File: src/hw/rtl/kplc_pkg.sv
// Shared types and constants for the keypad PIN lock controller.
// Used by kplc_cfg_regs, kplc_core and keypad_pin_lock_controller_top.
package kplc_pkg;

    localparam logic [7:0] KEY_SUBMIT = 8'h44;
    localparam logic [7:0] KEY_BACK   = 8'h2A;
    localparam logic [5:0] SECS_PER_MIN = 6'd60;
    localparam logic [3:0] CNT_MAX = 4'hF;
    localparam logic [15:0] MIN_MAX = 16'hFFFF;

    localparam logic [7:0] CFG_ATTEMPTS = 8'd0;
    localparam logic [7:0] CFG_LOCKOUTS = 8'd1;
    localparam logic [7:0] CFG_STEP     = 8'd2;
    localparam logic [7:0] CFG_UNLOCK   = 8'd3;

    localparam logic [3:0] ST_ENTERING = 4'd0;
    localparam logic [3:0] ST_DIGIT    = 4'd1;
    localparam logic [3:0] ST_GRANTED  = 4'd2;
    localparam logic [3:0] ST_WRONG    = 4'd3;
    localparam logic [3:0] ST_LOCKOUT  = 4'd4;
    localparam logic [3:0] ST_COUNTING = 4'd5;
    localparam logic [3:0] ST_LOCKDOWN = 4'd6;
    localparam logic [3:0] ST_NEWPIN   = 4'd7;
    localparam logic [3:0] ST_STORED   = 4'd8;
    localparam logic [3:0] ST_IGNORED  = 4'd9;

    typedef struct packed {
        logic [3:0] attempts_before_lockout;
        logic [3:0] lockouts_before_lockdown;
        logic [7:0] lockout_step_seconds;
        logic [7:0] unlock_seconds;
    } t_cfg;

    typedef struct packed {
        logic       reset_switch;
        logic [7:0] key_code;
        logic       cmd;
    } t_in_item;

    typedef struct packed {
        logic [15:0] minutes_value;
        logic [11:0] seconds_value;
        logic [4:0]  digits_entered;
        logic        alarm;
        logic        door_open;
        logic [3:0]  status;
    } t_result;

endpackage

File: src/hw/rtl/kplc_cfg_regs.sv
// Configuration register bank for the keypad PIN lock controller.
// Depends on kplc_pkg for the register indexes and the t_cfg struct.
module kplc_cfg_regs (
    input  logic          i_clk,
    input  logic          i_rst_n,
    input  logic          i_cfg_valid,
    output logic          o_cfg_ready,
    input  logic [7:0]    i_cfg_index,
    input  logic [7:0]    i_cfg_data,
    output kplc_pkg::t_cfg o_cfg
);
    import kplc_pkg::*;

    t_cfg r_cfg;

    assign o_cfg_ready = 1'b1;
    assign o_cfg = r_cfg;

    always_ff @(posedge i_clk) begin
        if (!i_rst_n) begin
            r_cfg.attempts_before_lockout  <= 4'd3;
            r_cfg.lockouts_before_lockdown <= 4'd3;
            r_cfg.lockout_step_seconds     <= 8'd10;
            r_cfg.unlock_seconds           <= 8'd3;
        end else if (i_cfg_valid) begin
            unique case (i_cfg_index)
                CFG_ATTEMPTS: r_cfg.attempts_before_lockout  <= i_cfg_data[3:0];
                CFG_LOCKOUTS: r_cfg.lockouts_before_lockdown <= i_cfg_data[3:0];
                CFG_STEP:     r_cfg.lockout_step_seconds     <= i_cfg_data;
                CFG_UNLOCK:   r_cfg.unlock_seconds           <= i_cfg_data;
                default: ;
            endcase
        end
    end

endmodule

File: src/hw/rtl/kplc_core.sv
// Lock state, entry buffer, stored PIN and counters with their next-state logic.
// Depends on kplc_pkg; state advances once per item when i_advance is high.
module kplc_core #(
    parameter int PIN_LEN = 5
) (
    input  logic              i_clk,
    input  logic              i_rst_n,
    input  logic              i_advance,
    input  kplc_pkg::t_in_item i_item,
    input  kplc_pkg::t_cfg    i_cfg,
    output kplc_pkg::t_result o_result
);
    import kplc_pkg::*;

    localparam int PW = $clog2(PIN_LEN + 1);
    localparam int IW = (PIN_LEN > 1) ? $clog2(PIN_LEN) : 1;
    localparam logic [PW-1:0] POS_FULL = PW'(PIN_LEN);

    typedef enum logic [2:0] {
        MD_ENTER, MD_OPEN, MD_WAITD, MD_LOCKOUT, MD_LOCKDOWN, MD_NEWPIN
    } t_mode;

    t_mode          r_mode, n_mode;
    logic [7:0]     r_digits [PIN_LEN];
    logic [7:0]     n_digits [PIN_LEN];
    logic [7:0]     r_pin    [PIN_LEN];
    logic [7:0]     n_pin    [PIN_LEN];
    logic [7:0]     pin_init [PIN_LEN];
    logic [PW-1:0]  r_pos, n_pos;
    logic [3:0]     r_wrong, n_wrong;
    logic [3:0]     r_rounds, n_rounds;
    logic [11:0]    r_count, n_count;
    logic [5:0]     r_ldsec, n_ldsec;
    logic [15:0]    r_ldmin, n_ldmin;

    logic [3:0]     status;
    logic           match;
    logic [3:0]     wrong_inc;
    logic [3:0]     rounds_inc;
    logic [11:0]    count_dec;
    logic [5:0]     ldsec_inc;
    logic [PW-1:0]  pos_inc;
    logic [PW-1:0]  pos_dec;

    for (genvar g = 0; g < PIN_LEN; g++) begin : g_init
        localparam logic [7:0] INIT = 8'h30 + 8'((g + 1) % 10);
        assign pin_init[g] = INIT;
    end

    always_comb begin
        match = (r_pos == POS_FULL);
        for (int k = 0; k < PIN_LEN; k++) begin
            if (r_digits[k] != r_pin[k]) match = 1'b0;
        end
    end

    assign wrong_inc  = (r_wrong < CNT_MAX) ? r_wrong + 4'd1 : r_wrong;
    assign rounds_inc = (r_rounds < CNT_MAX) ? r_rounds + 4'd1 : r_rounds;
    assign count_dec  = (r_count != 12'd0) ? r_count - 12'd1 : 12'd0;
    assign ldsec_inc  = r_ldsec + 6'd1;
    assign pos_inc    = r_pos + PW'(1);
    assign pos_dec    = r_pos - PW'(1);

    always_comb begin
        n_mode   = r_mode;
        n_digits = r_digits;
        n_pin    = r_pin;
        n_pos    = r_pos;
        n_wrong  = r_wrong;
        n_rounds = r_rounds;
        n_count  = r_count;
        n_ldsec  = r_ldsec;
        n_ldmin  = r_ldmin;
        status   = ST_IGNORED;
        if (!i_item.cmd) begin
            unique case (r_mode)
                MD_NEWPIN: begin
                    if (r_pos < POS_FULL) n_pin[r_pos[IW-1:0]] = i_item.key_code;
                    if (pos_inc >= POS_FULL) begin
                        for (int k = 0; k < PIN_LEN; k++) n_digits[k] = 8'd0;
                        n_pos    = '0;
                        n_wrong  = 4'd0;
                        n_rounds = 4'd0;
                        n_mode   = MD_ENTER;
                        status   = ST_STORED;
                    end else begin
                        n_pos  = pos_inc;
                        status = ST_DIGIT;
                    end
                end
                MD_WAITD: begin
                    if (i_item.key_code == KEY_SUBMIT) begin
                        for (int k = 0; k < PIN_LEN; k++) n_digits[k] = 8'd0;
                        n_pos    = '0;
                        n_wrong  = 4'd0;
                        n_rounds = 4'd0;
                        n_mode   = MD_ENTER;
                        status   = ST_ENTERING;
                    end
                end
                MD_OPEN, MD_LOCKOUT, MD_LOCKDOWN: status = ST_IGNORED;
                default: begin
                    n_mode = MD_ENTER;
                    if (i_item.key_code == KEY_SUBMIT) begin
                        if (i_item.reset_switch) begin
                            for (int k = 0; k < PIN_LEN; k++) n_digits[k] = 8'd0;
                            n_pos  = '0;
                            n_mode = MD_NEWPIN;
                            status = ST_NEWPIN;
                        end else if (match) begin
                            n_mode  = MD_OPEN;
                            n_count = 12'(i_cfg.unlock_seconds);
                            status  = ST_GRANTED;
                        end else begin
                            n_wrong = wrong_inc;
                            for (int k = 0; k < PIN_LEN; k++) n_digits[k] = 8'd0;
                            n_pos = '0;
                            if (wrong_inc < i_cfg.attempts_before_lockout) begin
                                status = ST_WRONG;
                            end else begin
                                n_rounds = rounds_inc;
                                if (rounds_inc < i_cfg.lockouts_before_lockdown) begin
                                    n_mode  = MD_LOCKOUT;
                                    n_count = 12'(i_cfg.lockout_step_seconds) *
                                              12'(rounds_inc);
                                    status  = ST_LOCKOUT;
                                end else begin
                                    n_mode  = MD_LOCKDOWN;
                                    n_ldsec = 6'd0;
                                    n_ldmin = 16'd0;
                                    status  = ST_LOCKDOWN;
                                end
                            end
                        end
                    end else if (i_item.key_code == KEY_BACK) begin
                        if (r_pos != '0) begin
                            n_pos = pos_dec;
                            n_digits[pos_dec[IW-1:0]] = 8'd0;
                            status = ST_ENTERING;
                        end
                    end else if (r_pos < POS_FULL) begin
                        n_digits[r_pos[IW-1:0]] = i_item.key_code;
                        n_pos  = pos_inc;
                        status = ST_DIGIT;
                    end
                end
            endcase
        end else begin
            unique case (r_mode)
                MD_OPEN: begin
                    n_count = count_dec;
                    if (count_dec == 12'd0) n_mode = MD_WAITD;
                    status = ST_COUNTING;
                end
                MD_LOCKOUT: begin
                    n_count = count_dec;
                    if (count_dec == 12'd0) begin
                        n_wrong = 4'd0;
                        for (int k = 0; k < PIN_LEN; k++) n_digits[k] = 8'd0;
                        n_pos  = '0;
                        n_mode = MD_ENTER;
                        status = ST_ENTERING;
                    end else begin
                        status = ST_LOCKOUT;
                    end
                end
                MD_LOCKDOWN: begin
                    if (i_item.reset_switch) begin
                        for (int k = 0; k < PIN_LEN; k++) n_digits[k] = 8'd0;
                        n_pos    = '0;
                        n_wrong  = 4'd0;
                        n_rounds = 4'd0;
                        n_ldsec  = 6'd0;
                        n_ldmin  = 16'd0;
                        n_mode   = MD_ENTER;
                        status   = ST_ENTERING;
                    end else begin
                        if (ldsec_inc >= SECS_PER_MIN) begin
                            n_ldsec = 6'd0;
                            if (r_ldmin < MIN_MAX) n_ldmin = r_ldmin + 16'd1;
                        end else begin
                            n_ldsec = ldsec_inc;
                        end
                        status = ST_LOCKDOWN;
                    end
                end
                default: status = ST_IGNORED;
            endcase
        end
    end

    always_comb begin
        o_result.status         = status;
        o_result.door_open      = (n_mode == MD_OPEN);
        o_result.alarm          = (n_mode == MD_LOCKOUT) || (n_mode == MD_LOCKDOWN);
        o_result.digits_entered = 5'(n_pos);
        if (n_mode == MD_LOCKOUT) begin
            o_result.seconds_value = n_count;
        end else if (n_mode == MD_LOCKDOWN) begin
            o_result.seconds_value = 12'(n_ldsec);
        end else begin
            o_result.seconds_value = 12'd0;
        end
        o_result.minutes_value  = (n_mode == MD_LOCKDOWN) ? n_ldmin : 16'd0;
    end

    always_ff @(posedge i_clk) begin
        if (!i_rst_n) begin
            r_mode   <= MD_ENTER;
            r_pos    <= '0;
            r_wrong  <= 4'd0;
            r_rounds <= 4'd0;
            r_count  <= 12'd0;
            r_ldsec  <= 6'd0;
            r_ldmin  <= 16'd0;
            for (int k = 0; k < PIN_LEN; k++) begin
                r_digits[k] <= 8'd0;
                r_pin[k]    <= pin_init[k];
            end
        end else if (i_advance) begin
            r_mode   <= n_mode;
            r_pos    <= n_pos;
            r_wrong  <= n_wrong;
            r_rounds <= n_rounds;
            r_count  <= n_count;
            r_ldsec  <= n_ldsec;
            r_ldmin  <= n_ldmin;
            r_digits <= n_digits;
            r_pin    <= n_pin;
        end
    end

endmodule

File: src/hw/rtl/keypad_pin_lock_controller_top.sv
// Keypad PIN lock controller: input register, lock core, result register.
// Depends on kplc_pkg, kplc_cfg_regs and kplc_core.
//
// Usage:
//   The slave stream carries events: a key press (tuser = 0) with its ASCII
//   code, or a one-second tick (tuser = 1), plus the level of the PIN-reset
//   switch. Every event gives exactly one result item on the master stream:
//   a status code, door and alarm drives, the entry count and the lockout
//   or lockdown time values.
//   An accepted event waits in the input register; its result is loaded
//   into the result register when that is free. Throughput is one event
//   per cycle while the receiver takes results, set by the combinational
//   next-state logic of the lock core between input and result registers.
//   When the receiver stalls, the result holds and one more event waits in
//   the input register; s_axis_tready then drops until the result is taken.
//   The configuration channel is always ready and takes a write per cycle;
//   write it only while no event is in flight.
//   Reset (synchronous, active low) empties both registers, restores the
//   PIN "12345", clears all counters and loads the default thresholds.
module keypad_pin_lock_controller_top #(
    parameter int PIN_LEN = 5
) (
    input  logic        i_clk,
    input  logic        i_rst_n,
    input  logic        s_axis_tvalid,
    output logic        s_axis_tready,
    input  logic [15:0] s_axis_tdata,  // key_code[7:0], reset_switch[8], zero[15:9]
    input  logic [0:0]  s_axis_tuser,  // cmd[0]
    output logic        m_axis_tvalid,
    input  logic        m_axis_tready,
    output logic [39:0] m_axis_tdata,  // status[3:0], door_open[4], alarm[5],
                                       // digits_entered[10:6], seconds_value[22:11],
                                       // minutes_value[38:23], zero[39]
    input  logic        i_cfg_valid,
    output logic        o_cfg_ready,
    input  logic [7:0]  i_cfg_index,
    input  logic [7:0]  i_cfg_data
);
    import kplc_pkg::*;

    t_cfg     cfg;
    t_result  result;
    t_in_item r_in_item;
    logic     r_in_valid;
    t_result  r_out;
    logic     r_out_valid;
    logic     advance;

    assign advance       = r_in_valid && (!r_out_valid || m_axis_tready);
    assign s_axis_tready = !r_in_valid || advance;
    assign m_axis_tvalid = r_out_valid;
    assign m_axis_tdata  = {1'b0, r_out};

    kplc_cfg_regs u_cfg (
        .i_clk       (i_clk),
        .i_rst_n     (i_rst_n),
        .i_cfg_valid (i_cfg_valid),
        .o_cfg_ready (o_cfg_ready),
        .i_cfg_index (i_cfg_index),
        .i_cfg_data  (i_cfg_data),
        .o_cfg       (cfg)
    );

    kplc_core #(
        .PIN_LEN (PIN_LEN)
    ) u_core (
        .i_clk     (i_clk),
        .i_rst_n   (i_rst_n),
        .i_advance (advance),
        .i_item    (r_in_item),
        .i_cfg     (cfg),
        .o_result  (result)
    );

    always_ff @(posedge i_clk) begin
        if (!i_rst_n) begin
            r_in_valid  <= 1'b0;
            r_out_valid <= 1'b0;
        end else begin
            if (s_axis_tvalid && s_axis_tready) begin
                r_in_valid <= 1'b1;
            end else if (advance) begin
                r_in_valid <= 1'b0;
            end
            if (advance) begin
                r_out_valid <= 1'b1;
            end else if (m_axis_tready) begin
                r_out_valid <= 1'b0;
            end
        end
    end

    always_ff @(posedge i_clk) begin
        if (s_axis_tvalid && s_axis_tready) begin
            r_in_item.cmd          <= s_axis_tuser[0];
            r_in_item.key_code     <= s_axis_tdata[7:0];
            r_in_item.reset_switch <= s_axis_tdata[8];
        end
        if (advance) begin
            r_out <= result;
        end
    end

    a_stall_cause: assert property (@(posedge i_clk) disable iff (!i_rst_n)
        !s_axis_tready |-> (r_in_valid && r_out_valid && !m_axis_tready))
        else $error("input stalled without a blocked result");

    a_door_status: assert property (@(posedge i_clk) disable iff (!i_rst_n)
        (r_out_valid && r_out.door_open) |->
            (r_out.status == ST_GRANTED || r_out.status == ST_COUNTING ||
             r_out.status == ST_IGNORED))
        else $error("door open with unexpected status");

    a_alarm_status: assert property (@(posedge i_clk) disable iff (!i_rst_n)
        (r_out_valid && r_out.alarm) |->
            (r_out.status == ST_LOCKOUT || r_out.status == ST_LOCKDOWN ||
             r_out.status == ST_IGNORED))
        else $error("alarm with unexpected status");

    a_time_alarm: assert property (@(posedge i_clk) disable iff (!i_rst_n)
        (r_out_valid && (r_out.seconds_value != 12'd0 || r_out.minutes_value != 16'd0))
            |-> (r_out.alarm && !r_out.door_open))
        else $error("time value shown outside lockout or lockdown");

endmodule
File: config.mk
export PLATFORM = sky130hd
export DESIGN_NAME = keypad_pin_lock_controller_top
export DESIGN_NICKNAME = d
export VERILOG_FILES = /design/src/hw/rtl/kplc_pkg.sv /design/src/hw/rtl/kplc_cfg_regs.sv /design/src/hw/rtl/kplc_core.sv /design/src/hw/rtl/keypad_pin_lock_controller_top.sv
export SDC_FILE = /design/constraint.sdc
export NUM_CORES = 1
export LEC_CHECK = 0
export BUFFER_PORTS_ARGS = -buffer_cell sky130_fd_sc_hd__clkbuf_2
export CAP_MARGIN = 10
export CELL_PAD_IN_SITES_DETAIL_PLACEMENT = 0
export CELL_PAD_IN_SITES_GLOBAL_PLACEMENT = 1
export CORE_MARGIN = 2
export CORE_UTILIZATION = 42
export DETAILED_ROUTE_END_ITERATION = 10
export PLACE_DENSITY_LB_ADDON = 0.12
export SLEW_MARGIN = 20
export SYNTH_ARGS = -nofsm -noshare
export SYNTH_HDL_FRONTEND = slang
export SYNTH_SLANG_ARGS = --single-unit
File: constraint.sdc
create_clock -name i_clk -period 4.77 [get_ports i_clk]
set_clock_uncertainty 0.2 [all_clocks]
set_input_delay 0.477 -clock i_clk [delete_from_list [all_inputs] [get_ports i_clk]]
set_output_delay 0.477 -clock i_clk [all_outputs]
set_load 0.005 [all_outputs]
# Word level (Yosys, flattened, before mapping)
# Index checks and enable logic that the tools add are counted.
# word_totals
reg_bits	201
output_inout_bits	43
wordCells	237
# classes
n_addsub	7
n_mul	1
order_cmp	12
n_eq_ne	32
muxes	120
bitwise_logic	5
n_reduce_logical	28
# op_table
cell	n
$mux 40	11
$mux 16	11
$mux 12	10
$pmux 40 s3	1
$mux 4	26
$bwmux 40	2
$pmux 40 s2	1
$mux 3	24
$mux 6	11
$demux 8 s3	2
$pmux 4 s3	4
$and 40x40->40	1
$ne 8x8->1	5
$not 40->40	1
$reduce_and 10->1	3
$pmux 3 s3	3
$add 16x1->16 const B	1
$eq 8x2->1 const B	2
$lt 16x16->1 const B	1
$mux 8	2
$eq 3x3->1 const B	4
$logic_not 12->1	1
$mul 8x4->12	1
$reduce_bool 12->1	1
other kinds (44)	76

# Logic depth before layout (Yosys ltp)
# Gate-level depths: netlist (run 1).
# logic_depth
word_depth	14
ltp_mapped	17

# By module
# From an unflattened synthesis (run 1), not the netlist that was laid out.
# hier_totals
cells_unflattened	1358
hier_area_um2	11698.7
# modules_own_cells
module	instances	cells_each	area_each_um2
kplc_core	1	1203	9103.7
keypad_pin_lock_controller_top	1	60	1586.5
kplc_cfg_regs	1	95	1008.5

# Worst setup path after synthesis (run 1)
# Ideal clock, no wire load.
# synth_path
path_kind	reg-to-reg
from	register u_core.r_rounds[0]
to	register r_out (netlist bit m_axis_tdata[22]), data pin
t_arrival_ns	4.236
slack_ns	0.068
stages_incl_launch_ff	18
n_path_buf	0
period_less_slack_ns	4.702
path_cell_list	dfxtp_1 ha_1 nand3_1 mux2_2 and2_1 fa_1 inv_1 fa_1 inv_1 ha_1 and3_1 a221o_1 o41ai_1 o21ai_0 xor2_1 and4_1 a21oi_1 nor2_1
# synth_via
elab_chain_len	12
# synth_lines
element	line_no	text
start, declared	kplc_core.sv:31	logic [3:0] r_rounds, n_rounds;
start signal, assigned	kplc_core.sv:224	r_rounds <= n_rounds;
$add 4x1->4 / $lt 4x4->1 (equally long branches)	kplc_core.sv:58	assign rounds_inc = (r_rounds < CNT_MAX) ? r_rounds + 4'd1 : r_rounds;
$mux 4 *	kplc_core.sv:58	
branches (longest 9 deep; another with $mul 8x4->12)	-	
$mux 12 *	kplc_core.sv:197	if (n_mode == MD_LOCKOUT) begin
end signal, assigned	keypad_pin_lock_controller_top.sv:100	r_out <= result;
end, declared	keypad_pin_lock_controller_top.sv:45	t_result r_out;
# Mark *: on every way between the ends.
# A chain may end at the register's enable or synchronous reset.

# Worst setup path after layout (run 1)
# layout_path
from	register u_core.r_rounds[1]
to	register r_out (netlist bit m_axis_tdata[20]), data pin
# The elaborated chain is that of the path after synthesis.

==> flow_summary.ini, run 1 <==
[critical_path]
critPathKind = flip-flop to flip-flop
critical_path.slowest_cell = fa_1
cp-start-kind = flip-flop
r2r-end = m_axis_tdata[20]
endpoint_kind = flip-flop
crit_arrival_ps = 4660
critPathBufInv = 3
path_max_fanout = 5
cpPeakStageDelay_ps = 540
r2r_setup_slack_ps = 190
reg2reg_depth = 17
r2r_start = u_core.r_rounds[1]
cp_top_family = adder cells
crit_chain = ha_4 > nand3_2 > mux2_4 > buf_4 > nand2_1 > fa_1 > fa_1 > inv_1 > ha_1 > a21o_1 > a221o_1 > o41ai_2 > buf_4 > xnor2_1 > a41o_1 > a31oi_2 > nor2_1
cp.required_ps = 4850

[pwr]
ir_worst_vdd_uv = 259
clkPwrFrac = 0.471
p_sw_mw = 1.05
leakage_nw = 5.21
pwr-share-comb = 0.089
seqPwrFrac = 0.440
p_per_area_nw_per_um2 = 306
p_int_mw = 3.07
swShare = 0.255
total_power_mw = 4.11

[sta]
max_slew_margin = 0.285
min_period_ps = 4580
fin_crit_sh = 0.961
worst_pin_slew_ps = 1060
setup_viol = 0
fmax_ghz = 0.218
finalHoldViolations = 0
slew_viol_final = 0

[floorplanning]
die_area_um2 = 28900
die_h_um = 170
die_width_um = 170
core_region_area_um2 = 27000
boundaryPins = 81
rows = 60
start_util = 0.429

[logic_synthesis]
synth_area_per_cell_um2 = 8.40
ys_warn_count = 0
synth_top_area_frac = 0.266
synth-simple-area-share = 0.252
synthMuxAreaShare = 0.0279
yosysTopAreaCell = dfxtp_1
synth_cell_type_count = 81
async_flop_share = 0
post-synth-top-count-cell = nand2_1
synth_ff_type = dfxtp_1
synth-xor-area-share = 0.0401
syn-cell-area_um2 = 11600
synthAdderAreaFrac = 0.0542
synth-edff-count = 47
synth_compound_area_frac = 0.192
ys_top_cells_by_count = 204 x nand2_1, 154 x dfxtp_1, 120 x nor2_1
synthTopCellsByArea = dfxtp_1 27%, edfxtp_1 12%, nand2_1 6.6%
syn_inst = 1380
ys_seq_area_frac = 0.388
synth_seq_cells = 201
synth_top_family_by_area = simple AND/OR/NAND/NOR gates

[global_routing]
grt_remaining_overflow = 0
antenna_found_initial = 0
track_usage = 0.240
grt_first_pass_wirelength_um = 55300
grt_pass1_vias = 10044
grt_max_degree = 61

[final_layout]
nets = 1535
num_antenna_cells = 0
post-route-cell-area_um2 = 13400
drive_gt1_frac = 0.141
utilization = 0.497
final-instance-count-excl-fill = 1814
synthToLayoutAreaGrowth_pct = 16.0

[clocking]
clk_pin_slew_worst_paths_ps = 60
cts_root_buf = clkbuf_16
htreeDepth = 1
clkLatencyLatePin_ps = 550
cts_tree = built
clock-sinks = 201
cts_max_path_buffers = 3
cts_made_buffers = 25

[routing]
drc_errors = 0
firstDrtPassIters = 6
totalWireLength_um = 34500
ant_nets = 0
drt_iter0_drc = 975
detail_route.wl_per_cell_um = 19.0
vias = 10483
via_per_inst = 5.78

[min_path]
min_delay_path_depth = 3
hp-class = primary input to flip-flop
min_from = i_cfg_data[6]
whs_endpoint = u_cfg.o_cfg[14]

[placement]
place_congestion = 0.909
postPlaceCellArea_um2 = 12400
port_buffers = 69
hpwl_um = 24000
place_inst = 1753

[status]
status = completed

[run]
maxCapViolations = 0
[how the worst max path moves through the flow]
stage               slack, ps  depth (start not counted)                from                to
floorplan                  70                         17  u_core.r_rounds[0]  m_axis_tdata[22]
CTS                        70                         17  u_core.r_rounds[0]  m_axis_tdata[20]
global route              -30                         17  u_core.r_rounds[1]  m_axis_tdata[20]
finish                    190                         17  u_core.r_rounds[1]  m_axis_tdata[20]
global placement          -40                         16  u_core.r_rounds[0]  m_axis_tdata[22]
detailed placement        -50                         16  u_core.r_rounds[0]  m_axis_tdata[20]
[stage by stage]
stage                     hold WS, ps  setup TNS [ps]  worst slack, ps
after floorplan                   231               0             67.9
after global placement            255           -82.1            -41.6
after detailed placement          261           -75.8            -45.5
after CTS                       0.515               0             66.9
after global routing             18.7           -32.8            -29.3
final                            11.1               0              188
[per-layer routing]
layer / routed length, µm / GRT usage / vias up / share of wire
met5: 0 / 0 / - / 0
met2: 14800 / 0.366 / 326 / 0.43
met3: 1990 / 0.0284 / 40 / 0.058
met4: 628 / 0.0591 / 0 / 0.018
met1: 17100 / 0.359 / 4979 / 0.50
li1: - / - / 5138 / -
[tightest hold or removal path: stages]
cell and delay [ps]:
clkbuf_2 100, nand2_1 60, a21oi_1 50
[state kept, by name (all words and copies together), names as in the netlist, 3 cells and up]
signal           cells
u_core.r_pos         3
u_core.r_ldsec       6
u_core.r_mode        3
u_core.r_wrong       4
r_in_item           10
u_cfg.o_cfg         24
u_core.r_pin        40
u_core.r_rounds      4
m_axis_tdata        37
u_core.r_count      12
u_core.r_ldmin      16
u_core.r_digits     40
[cell families after synthesis]
family / after synthesis
AO/OA/AOI/OAI: 333
XOR/XNOR: 53
adder cells (fa/ha/maj): 43
buffers and inverters: 124
flip-flops: 201
multiplexers: 30
other: 2
AND/OR/NAND/NOR: 594
[power by group through the flow]
stage          sequential (mW)  clock (mW)  combinational (mW)
2_1_floorplan             1.83           0               0.239
3_3_place_gp              1.84           0               0.354
3_5_place_dp              1.84           0               0.354
4_1_cts                   1.81        1.98               0.364
5_1_grt                   1.81        2.05               0.403
6_report                  1.81        1.94               0.368
[layout by cell type (no fill, tap or decap), types with 11 or more instances in the layout]
| cell type | Yosys | final |
|---|---|---|
| a21o_1 | 11 | 11 |
| a21oi_1 | 114 | 110 |
| a22o_1 | 11 | 11 |
| a31oi_1 | 13 | 12 |
| a32o_1 | 25 | 25 |
| and2_1 | 34 | 34 |
| and3_1 | 14 | 14 |
| buf_4 | 5 | 48 |
| clkbuf_16 | 0 | 25 |
| clkbuf_2 | 0 | 69 |
| dfxtp_1 | 154 | 151 |
| dlygate4sd3_1 | 0 | 13 |
| edfxtp_1 | 47 | 47 |
| fa_1 | 12 | 12 |
| ha_1 | 31 | 29 |
| inv_1 | 37 | 35 |
| mux2i_1 | 21 | 21 |
| nand2_1 | 204 | 204 |
| nand3_1 | 49 | 47 |
| nand4_1 | 18 | 18 |
| nor2_1 | 120 | 120 |
| nor2b_1 | 11 | 11 |
| nor3_1 | 39 | 37 |
| nor4_1 | 21 | 20 |
| o21ai_0 | 54 | 53 |
| o22ai_1 | 13 | 13 |
| or3_1 | 18 | 18 |
| xnor2_1 | 17 | 17 |
| xor2_1 | 36 | 36 |
[final cells by class]
cell class	instances	area [µm²]
clock buffers	35	683
clock inverters	11	150
fillers	2674	13600
inverters	38	143
multi-input cells	1057	6680
flip-flops and latches	201	4500
well taps	341	427
repair buffers	131	856
[timing repair]
item	in CTS	in global routing
hold endpoints to repair	14	0
pin swaps	0	4
setup buffers	0	2
hold buffers	13	0
setup endpoints to repair	2	6
gates resized for setup	2	17
Power figures use the tool's default switching activity.
==> run 2, diff against run 1 <==
Settings changed: ABC_CLOCK_PERIOD_IN_PS set to 3700.
Clock period 4.77 ns to 3.7 ns, I/O delays scaled along.
==> flow_summary.ini, run 2 (same netlist as run 1, synthesis figures left out) <==
[clocking]
clkLatencyLatePin_ps = 530
htreeDepth = 1
cts_max_path_buffers = 3
clock-sinks = 201
cts_root_buf = clkbuf_16
cts_tree = built
clk_pin_slew_worst_paths_ps = 60
cts_made_buffers = 24

[final_layout]
utilization = 0.548
post-route-cell-area_um2 = 14800
drive_gt1_frac = 0.241
synthToLayoutAreaGrowth_pct = 27.8
final_common_cell = nand2_1
final_cell_mix = 202 x nand2_1, 150 x dfxtp_1, 121 x buf_4
num_antenna_cells = 0
nets = 1630
final-instance-count-excl-fill = 1907

[run]
maxCapViolations = 0

[sta]
fmax_ghz = 0.233
slew_viol_final = 0
setup_slack_ps = -592
fin_crit_sh = 1.16
worst_pin_slew_ps = 901
max_slew_margin = 0.399
min_period_ps = 4290
finalHoldViolations = 0
setup_viol = 37
rsz0062_at_grt = yes

[critical_path]
critical_path.slowest_cell = fa_1
cpPeakStageDelay_ps = 490
r2r_start = u_core.r_rounds[1]
cp.required_ps = 3780
endpoint_kind = flip-flop
cp-start-kind = flip-flop
critPathLaunch = u_core.r_rounds[1]
critPathKind = flip-flop to flip-flop
crit_arrival_ps = 4370
path_max_fanout = 5
crit_chain = ha_4 > nand3_4 > mux2_4 > and2_4 > fa_1 > inv_1 > fa_1 > inv_2 > ha_4 > and3_4 > a221o_1 > o41ai_4 > o21ai_1 > xor2_1 > and4_1 > a21oi_2 > nor2_1

[routing]
drt_iter0_drc = 1061
firstDrtPassIters = 5
vias = 10958
drc_errors = 0
via_per_inst = 5.75
detail_route.wl_per_cell_um = 19.0
totalWireLength_um = 36300
ant_nets = 0

[global_routing]
grt_pass1_vias = 10241
grt_first_pass_wirelength_um = 56300
antenna_found_initial = 0
grt_max_degree = 53
grt_remaining_overflow = 0
track_usage = 0.245

[floorplanning]
die_h_um = 170
rows = 60
die_area_um2 = 28900
core_region_area_um2 = 27000
boundaryPins = 81
die_width_um = 170
start_util = 0.429

[placement]
postPlaceCellArea_um2 = 13100
hpwl_um = 25100
place_congestion = 0.865
port_buffers = 69
dp_slack_ps = -671
place_inst = 1826

[pwr]
p_per_area_nw_per_um2 = 364
leakage_nw = 5.80
ir_worst_vdd_uv = 307
total_power_mw = 5.39

[status]
status = finished, violations left
violations = negative setup slack

[min_path]
min_from = i_cfg_index[0]
hp-class = primary input to flip-flop
-- run 2: cell count changes in the layout (fill, tap and decap cells not counted), moves of 9 or more --
cell	previous run	this run
a21oi_1	110	98
a21oi_2	3	12
buf_4	48	121
buf_6	0	9
ha_1	29	20
o21ai_0	53	44
-- run 2: path summary, 6_finish.rpt --
| path | endpoint | slack (ps) | depth (start not counted) |
|---|---|---|---|
| worst max-delay path | m_axis_tdata[22] | -590 | 17 |
| worst min-delay path | u_cfg.o_cfg[12] | 100 | 4 |
| worst max register to register | m_axis_tdata[22] | -590 | 17 |
| worst min register to register | u_cfg.o_cfg[4] | 270 | 2 |
-- run 2: final cells by class --
| cell class | count | area (µm²) |
|---|---|---|
| well taps | 341 | 427 |
| clock buffers | 33 | 686 |
| clock inverters | 10 | 159 |
| repair buffers | 227 | 1720 |
| inverters | 38 | 143 |
| multi-input cells | 1057 | 7170 |
| fillers | 2482 | 12200 |
| flip-flops and latches | 201 | 4500 |
-- run 2: timing repair --
item / in CTS / in global routing
gates resized for setup: 27 / 80
gates cloned: 0 / 3
buffers inserted: 7 / 9
setup endpoints to repair: 18 / 75
hold endpoints to repair: 36 / 0
hold buffers: 20 / 0
pin swaps: 37 / 33
-- run 2: metal layers --
metal  wire (µm)  GRT usage
met5           0          0
met4         940     0.0732
met3        1720     0.0344
met2       16200      0.379
met1       17400      0.355
-- run 2: where the power goes --
part | leakage, nW | total, mW | internal [mW] | switching [mW]
registers | 1.68 | 2.32 | 2.29 | 0.0321
clock network | 0.408 | 2.51 | 1.57 | 0.943
logic | 3.71 | 0.562 | 0.210 | 0.352
-- run 2: through the flow --
stage / hold slack, ps / setup TNS [ps]
4_1_cts: 101 / -5000
5_1_grt: 160 / -14020
3_5_place_dp: 253 / -6020
3_3_place_gp: 250 / -5200
2_1_floorplan: 231 / -2720
6_report: 101 / -8660
-- run 2: critical path, delay by kind of cell (launching register included) --
kind	cells	cell delay (ps)
compound gates	4	840
simple gates	5	670
mux	1	350
buf+inv	2	100
fa+ha+maj	4	1370
xor+xnor	1	140
flops	1	370
==> run 3, diff against run 2 <==
Settings changed: ABC_CLOCK_PERIOD_IN_PS 3700 to 5160, CORE_UTILIZATION 42 to 44, RECOVER_POWER set to 50.
Clock period 3.7 ns to 5.16 ns, I/O delays scaled along.
==> flow_summary.ini, run 3 (same netlist as run 1, synthesis figures left out) <==
[critical_path]
critical_path.slowest_cell = fa_1
crit_chain = ha_1 > nand3_1 > mux2_2 > buf_4 > nand2_1 > fa_1 > fa_1 > inv_1 > fa_1 > a21o_1 > a21oi_1 > o21ai_0 > o41ai_1 > xnor2_1 > nand2_1 > a311o_1 > a21oi_1
cpPeakStageDelay_ps = 540
r2r_setup_slack_ps = 310
critPathBufInv = 2
endpoint_kind = flip-flop
critPathKind = flip-flop to flip-flop
cp_top_family = adder cells
cpMostUsedCell = fa_1
path_max_fanout = 7
crit_arrival_ps = 5090
cp.required_ps = 5390
cp-start-kind = flip-flop

[final_layout]
synthToLayoutAreaGrowth_pct = 12.9
utilization = 0.503
nets = 1510
final_common_cell = nand2_1
final-instance-count-excl-fill = 1782
drive_gt1_frac = 0.109
final_cell_mix = 204 x nand2_1, 153 x dfxtp_1, 120 x nor2_1
num_antenna_cells = 0

[floorplanning]
core_region_area_um2 = 26000
rows = 59
die_h_um = 166
die_area_um2 = 27600
die_width_um = 166
boundaryPins = 81
start_util = 0.446

[sta]
max_slew_margin = -0.372
fin_crit_sh = 0.940
finalHoldViolations = 0
tns_ps = 0
setup_viol = 0
slew_viol_final = 159
fin_hold_ws_ps = 38.1
fmax_ghz = 0.206
worst_pin_slew_ps = 2060
min_period_ps = 4850

[routing]
ant_nets = 0
via_per_inst = 5.85
drc_errors = 0
drt_iter0_drc = 965
vias = 10419
totalWireLength_um = 33800
firstDrtPassIters = 5
detail_route.wl_per_cell_um = 19.0

[clocking]
cts_max_path_buffers = 3
clkLatencyLatePin_ps = 530
clk_pin_slew_worst_paths_ps = 60
post_cts_buffers = 0
cts_tree = built
cts_root_buf = clkbuf_16
htreeDepth = 1
clock-sinks = 201
cts_made_buffers = 24

[placement]
place_congestion = 0.855
place_inst = 1727
hpwl_um = 23100
port_buffers = 69

[run]
maxCapViolations = 4

[status]
violations = max-capacitance violations, max-slew violations
status = finished, violations left

[global_routing]
grt_remaining_overflow = 0
antenna_found_initial = 0
grt_first_pass_wirelength_um = 54300
grt_pass1_vias = 9788
track_usage = 0.240
grt_max_degree = 73

[pwr]
ir_worst_vdd_uv = 235
p_per_area_nw_per_um2 = 283
leakage_nw = 5.01
total_power_mw = 3.70

[min_path]
hp-class = primary input to flip-flop
-- run 3: layer usage --
metal | share of wire | GRT usage
met3 | 0.054 | 0.0248
met4 | 0.020 | 0.0555
met1 | 0.50 | 0.361
met5 | 0 | 0
met2 | 0.43 | 0.371
-- run 3: path summary, 6_finish.rpt --
path / startpoint / endpoint / depth (start not counted)
worst min-delay path: i_cfg_data[6] / u_cfg.o_cfg[14] / 3
worst max register to register: u_core.r_rounds[0] / u_core.r_count[10] / 17
worst min register to register: u_cfg.o_cfg[5] / u_cfg.o_cfg[5] / 2
worst max-delay path: u_core.r_rounds[0] / u_core.r_count[10] / 17
-- run 3: area by class of cell --
type,instances,area (µm²)
flip-flops and latches,201,4500
clock inverters,9,77.6
multi-input cells,1057,6590
repair buffers,107,633
inverters,38,143
well taps,335,419
fillers,2540,12900
clock buffers,35,723
-- run 3: stage by stage --
stage          worst slack, ps  area, µm²
6_report                   308      13100
4_1_cts                    143      13100
3_5_place_dp               148      12200
2_1_floorplan              458      11600
5_1_grt                  -17.2      13100
3_3_place_gp               255      12200
-- run 3: worst reg2reg max path: cells and delay by family, from the launching register on --
family | cells | cell delay (ps)
adder cells (fa/ha/maj) | 4 | 1690
flip-flops | 1 | 350
AO/OA/AOI/OAI | 6 | 1430
AND/OR/NAND/NOR | 3 | 310
buffers and inverters | 2 | 220
XOR/XNOR | 1 | 170
multiplexers | 1 | 400
-- run 3: power breakdown --
part | switching [mW] | total, mW | internal [mW]
logic | 0.214 | 0.321 | 0.106
clock network | 0.681 | 1.70 | 1.02
registers | 0.0389 | 1.68 | 1.64
-- run 3: repair_timing --
action                                  4_1_cts  5_1_grt
resized for setup                             0        3
endpoints found under the hold margin        11        0
endpoints found under the setup margin        0        5
hold buffers                                 11        0
